$ cat config.mk
export PLATFORM = sky130hd
export DESIGN_NAME = fsa_front
export DESIGN_NICKNAME = d
export VERILOG_FILES = /design/src/rtl/core/fsa_pkg.sv /design/src/rtl/core/fsa_front.sv
export SDC_FILE = /design/constraint.sdc
export NUM_CORES = 1
export LEC_CHECK = 0
export ABC_CLOCK_PERIOD_IN_PS = 11930
export BUFFER_PORTS_ARGS = -buffer_cell sky130_fd_sc_hd__buf_2
export CORE_MARGIN = 5
export CORE_UTILIZATION = 39
export DETAILED_ROUTE_END_ITERATION = 10
export GPL_ROUTABILITY_DRIVEN = 0
export SLEW_MARGIN = 20
export SYNTH_ARGS = -nofsm -noshare
export SYNTH_HDL_FRONTEND = slang
export SYNTH_SLANG_ARGS = --single-unit
$ cat constraint.sdc
create_clock -name clk_i -period 11.93 [get_ports clk_i]
set_clock_uncertainty 0.2 [all_clocks]
set_input_delay 1.193 -clock clk_i [delete_from_list [all_inputs] [get_ports clk_i]]
set_output_delay 1.193 -clock clk_i [all_outputs]
set_load 0.02 [all_outputs]
$ cat src/rtl/core/fsa_pkg.sv
// ----------------------------------------------------------------------------
// fsa_pkg
// Shared types, constants and fixed-point helpers for the Forth stack ALU.
// ----------------------------------------------------------------------------
package fsa_pkg;

  localparam int unsigned STACK_DEPTH = 64;
  localparam int unsigned FRAC_BITS   = 32;
  localparam int unsigned AW          = $clog2(STACK_DEPTH);
  localparam int unsigned CW          = $clog2(STACK_DEPTH + 1);
  localparam int unsigned QDEPTH      = 2;
  localparam int unsigned QAW         = $clog2(QDEPTH);

  localparam logic [63:0] SIGN_BIT = 64'h8000_0000_0000_0000;
  localparam logic [63:0] MAX_POS  = 64'h7FFF_FFFF_FFFF_FFFF;
  localparam logic [63:0] FX_ONE   = 64'd1 << FRAC_BITS;
  localparam logic [7:0]  CHAR_NL  = 8'd10;

  typedef enum logic [4:0] {
    CMD_PUSH  = 5'd0,
    CMD_ADD   = 5'd1,
    CMD_SUB   = 5'd2,
    CMD_MUL   = 5'd3,
    CMD_DIV   = 5'd4,
    CMD_MOD   = 5'd5,
    CMD_LT    = 5'd6,
    CMD_GT    = 5'd7,
    CMD_EQ    = 5'd8,
    CMD_PRINT = 5'd9,
    CMD_DROP  = 5'd10,
    CMD_DUP   = 5'd11,
    CMD_SWAP  = 5'd12,
    CMD_ROT   = 5'd13,
    CMD_OVER  = 5'd14,
    CMD_EMIT  = 5'd15,
    CMD_CR    = 5'd16
  } fsa_cmd_e;

  typedef enum logic [1:0] {
    ERR_NONE  = 2'd0,
    ERR_DIV0  = 2'd1,
    ERR_UNDER = 2'd2,
    ERR_OVER  = 2'd3
  } fsa_err_e;

  typedef enum logic [1:0] {
    KIND_NONE = 2'd0,
    KIND_NUM  = 2'd1,
    KIND_CHAR = 2'd2
  } fsa_kind_e;

  typedef enum logic [3:0] {
    BK_IDLE,
    BK_RDA,
    BK_RDB,
    BK_RDC,
    BK_MUL,
    BK_MULSAT,
    BK_DIV,
    BK_DIVFIN,
    BK_WR,
    BK_DONE
  } fsa_state_e;

  // Classified request handed from front to back
  typedef struct packed {
    logic [4:0]  cmd;
    logic        known;
    logic [1:0]  need;
    logic        grows;
    logic [63:0] lit;
  } fsa_item_t;

  function automatic logic [63:0] fx_mag(input logic [63:0] v);
    return v[63] ? (64'd0 - v) : v;
  endfunction

  function automatic logic [63:0] fx_int_mag(input logic [63:0] v);
    return fx_mag(v) >> FRAC_BITS;
  endfunction

  // Saturate a signed 128-bit magnitude to the 64-bit signed range
  function automatic logic [63:0] fx_sat(input logic [63:0] hi, input logic [63:0] lo,
                                         input logic neg);
    logic [63:0] r;
    if (neg) begin
      r = ((hi != 64'd0) || (lo > SIGN_BIT)) ? SIGN_BIT : (64'd0 - lo);
    end else begin
      r = ((hi != 64'd0) || (lo > MAX_POS)) ? MAX_POS : lo;
    end
    return r;
  endfunction

endpackage

$ cat src/rtl/core/fsa_front.sv
// ----------------------------------------------------------------------------
// fsa_front
// Accepts requests, classifies them and queues them for the back end.
// ----------------------------------------------------------------------------
module fsa_front (
  input  logic              clk_i,
  input  logic              rst_ni,
  input  logic              in_valid_i,
  output logic              in_stall_o,
  input  logic [4:0]        command_i,
  input  logic [63:0]       literal_i,
  output logic              item_valid_o,
  output fsa_pkg::fsa_item_t item_o,
  input  logic              item_pop_i
);

  fsa_pkg::fsa_item_t       slot_q [fsa_pkg::QDEPTH];
  fsa_pkg::fsa_item_t       cls;
  logic [fsa_pkg::QAW-1:0]  wptr_q, rptr_q;
  logic [fsa_pkg::QAW:0]    fill_q;
  logic                     push, pop;

  // Classify: operand need, growth, known code
  always_comb begin
    cls       = '0;
    cls.cmd   = command_i;
    cls.lit   = literal_i;
    cls.known = (command_i <= fsa_pkg::CMD_CR);
    cls.grows = (command_i == fsa_pkg::CMD_PUSH) || (command_i == fsa_pkg::CMD_DUP) ||
                (command_i == fsa_pkg::CMD_OVER);
    case (command_i) inside
      [fsa_pkg::CMD_ADD:fsa_pkg::CMD_EQ], fsa_pkg::CMD_SWAP, fsa_pkg::CMD_OVER:
        cls.need = 2'd2;
      fsa_pkg::CMD_PRINT, fsa_pkg::CMD_DROP, fsa_pkg::CMD_DUP, fsa_pkg::CMD_EMIT:
        cls.need = 2'd1;
      fsa_pkg::CMD_ROT:
        cls.need = 2'd3;
      default:
        cls.need = 2'd0;
    endcase
  end

  assign in_stall_o   = (fill_q == (fsa_pkg::QAW + 1)'(fsa_pkg::QDEPTH));
  assign push         = in_valid_i && !in_stall_o;
  assign item_valid_o = (fill_q != '0);
  assign pop          = item_pop_i && item_valid_o;
  assign item_o       = slot_q[rptr_q];

  // Queue pointers and fill level
  always_ff @(posedge clk_i or negedge rst_ni) begin
    if (!rst_ni) begin
      wptr_q <= '0;
      rptr_q <= '0;
      fill_q <= '0;
    end else begin
      if (push) wptr_q <= wptr_q + 1'b1;
      if (pop)  rptr_q <= rptr_q + 1'b1;
      fill_q <= fill_q + (fsa_pkg::QAW + 1)'(push) - (fsa_pkg::QAW + 1)'(pop);
    end
  end

  // Queue storage
  always_ff @(posedge clk_i) begin
    if (push) slot_q[wptr_q] <= cls;
  end

endmodule

==> results.sh <==
export IMPL_vdd_drop_max_v=0.0002086
export IMPL_cap_viol_max_count=0
export IMPL_synth_xor_area_share=0.007902
export IMPL_drt_pass1_iter_count=4
export IMPL_critPathMaxStageDelay_ps=1100
export IMPL_hold_ws_ps=309.1
export IMPL_power_frac_seq=0.438
export IMPL_switching_share=0.3109
export IMPL_antenna_found_initial=0
export IMPL_post_synth_cell_area_avg_sq_um=21.73
export IMPL_cell_internal_pwr_mw=1.255
export IMPL_cts_tree="built"
export IMPL_timing_slew_headroom=0.3041
export IMPL_tns_ps=0
export IMPL_num_rows=43
export IMPL_fin_nets=489
export IMPL_wl_per_cell_um=16.02
export IMPL_pin_count=148
export IMPL_cts_root_buf="clkbuf_16"
export IMPL_critPathMaxFanout=74
export IMPL_crit_type="register to output port"
export IMPL_drt_iter0_markers=125
export IMPL_crit_chain="mux2_1 > buf_2"
export IMPL_yosys_warnings=0
export IMPL_cts_resized=0
export IMPL_h_tree_depth=4
export IMPL_place_area_sq_um=6469
export IMPL_syn_nets=330
export IMPL_drc=0
export IMPL_synth_cells=255
export IMPL_p_leak_nw=2.656
export IMPL_die_x_um=129.2
export IMPL_grt_pass1_vias=3062
export IMPL_switchingPower_mw=0.5660
export IMPL_cpMaxStageDelayCell="dfrtp_4"
export IMPL_grt_max_degree=75
export IMPL_stdcell_area_sq_um=7062
export IMPL_io_buffers=147
export IMPL_final_common_cell="buf_2"
export IMPL_clockBufferDepth=2
export IMPL_timing_final_crit_share=0.2954
export IMPL_routed_wl_mm=9.723
export IMPL_slew_violations=0
export IMPL_cts_inserted_buffers=17
export IMPL_multi_input_area_sq_um=1001
export IMPL_crit_path_start_kind="register"
export IMPL_synthAdderAreaFrac=0.006548
export IMPL_dieArea_sq_um=16690
export IMPL_clk_latency_ps=410
export IMPL_syn_area_sq_um=5542
export IMPL_p_total_mw=1.821
export IMPL_core_area_sq_um=13930
export IMPL_p_clk_frac=0.291
export IMPL_final_util=0.5068
export IMPL_dp_hpwl_mm=6.159
export IMPL_endpoint_kind="output port"
export IMPL_synth_area_leaders="edfxtp_1 79%, mux2_1 13%, mux2_2 1.8%"
export IMPL_initial_core_util=0.3977
export IMPL_mostFrequentLayoutCells="147 x buf_2, 146 x edfxtp_1, 64 x mux2_1, 17 x clkbuf_16, 9 x mux2_2"
export IMPL_antenna_left=0
export IMPL_status="complete, no violations"
export IMPL_tightest_slew_ps=1044
export IMPL_synth_top_family_by_area="multiplexers"
export IMPL_synth_top_area_frac=0.7911
export IMPL_setup_viol=0
export IMPL_grt_usage=0.1228
export IMPL_grt_setup_unrepaired="false"
export IMPL_nFillCells=1152
export IMPL_drive_above_1_share=0.4450
export IMPL_cts_sinks=150
export IMPL_syn_to_final_growth_pct=27.43
export IMPL_num_vias=2809
export IMPL_worstPathRequired_ps=10540
export IMPL_ys_types=23
export IMPL_synth_largest_area_cell="edfxtp_1"
export IMPL_fmax_mhz=283.7
export IMPL_power_density_nw_per_um2=257.8
export IMPL_synth_compound_gate_area_share=0.004290
export IMPL_path_clk_slew_ps=60
export IMPL_synthMuxAreaShare=0.1483
export IMPL_hold_viol_final=0
export IMPL_ys_seq_elements=150
export IMPL_post_cts_setup_buffers=0
export IMPL_antenna_cells=0
export IMPL_regArea_sq_um=4488
export IMPL_yosysSeqAreaShare=0.8092
export IMPL_viasPerCell=4.628
export IMPL_gr_total_overflow=0
export IMPL_cts_hold_buf=0
export IMPL_grt_pass1_wl_mm=15.26
export IMPL_finalCriticalPeriod_ps=3524
export IMPL_synth_simple_area_share=0.01129
export IMPL_die_height_um=129.2
export IMPL_share_comb_of_total_power=0.271
export IMPL_cp_arrival_ps=2130
export IMPL_min_path_type="register to register"
stage by stage:
step / cells / worst slack, ps
final: 607 / 8406
after global routing: 607 / 8255
after CTS: 607 / 8320
after detailed placement: 575 / 8705
after global placement: 575 / 8735
after floorplan: 255 / 6891
cells by family (layout without fill, tap and decap cells):
logic type      Yosys count  after routing
mux                      73             73
fa+ha+maj                 3              3
flops                   150            150
buf+inv                  11            183
simple gates             10             10
xor+xnor                  5              5
compound gates            3              3
worst max-delay path, delay by kind of cell, from the launching register on:
kind	cells	cell delay, ps
flops	1	1100
buf+inv	1	180
mux	1	430
synthesized netlist by cell type:
master      n
a211oi_2    1
maj3_2      1
xnor2_1     3
and3_1      1
nand2b_1    2
nor4_2      1
a21oi_1     1
mux2_1     64
mux2_2      9
a31oi_1     1
buf_2       1
dfrtp_1     4
nor3b_1     1
edfxtp_1  146
or2_1       1
inv_1       2
xor2_1      2
and2_1      1
ha_1        2
buf_4       7
nand2_1     1
nor2_1      2
inv_2       1
area by class of cell:
| class | count | share of cell area |
|---|---|---|
| clock buffer | 18 | 0.06077 |
| sequential | 150 | 0.6355 |
| multi-input combinational | 94 | 0.1417 |
| inverter | 3 | 0.001595 |
| clock inverter | 14 | 0.02321 |
| tap | 180 | 0.03189 |
| timing repair buffer | 148 | 0.1052 |
sequential cells by signal, indices dropped and copies added (netlist names):
| name | cells |
|---|---|
| fill_q | 2 |
| rptr_q | 1 |
| slot_q | 146 |
| wptr_q | 1 |
path summary, 6_finish.rpt:
check | slack, ps | startpoint | to | cells after the start
min reg2reg | 310 | fill_q[1] | fill_q[1] | 1
max reg2reg | 9510 | fill_q[1] | slot_q[0][24] | 4
min in group asynchronous | 380 | rst_ni | fill_q[0] | 1
min | 310 | fill_q[1] | fill_q[1] | 1
max | 8410 | rptr_q | item_o[67] | 2
max in group asynchronous | 11020 | rst_ni | rptr_q | 1
power by group through the flow:
stage | Sequential [mW] | Combinational (mW) | Clock (mW)
final | 0.798 | 0.493 | 0.530
after global placement | 0.809 | 0.503 | 0
after global routing | 0.815 | 0.535 | 0.568
after floorplan | 0.760 | 0.385 | 0
after CTS | 0.803 | 0.508 | 0.544
after detailed placement | 0.813 | 0.506 | 0
per-layer routing:
layer  track usage  wire (um)  share of wire  vias to the layer above
met1        0.1399       3819           0.39                     1381
met2        0.2018       4968           0.51                       89
met3       0.04988        775          0.080                       13
li1              -          -              -                     1326
met5             0          0              0                        -
met4       0.05930        160          0.016                        0
Note: power is estimated with default switching activity, not from simulation.
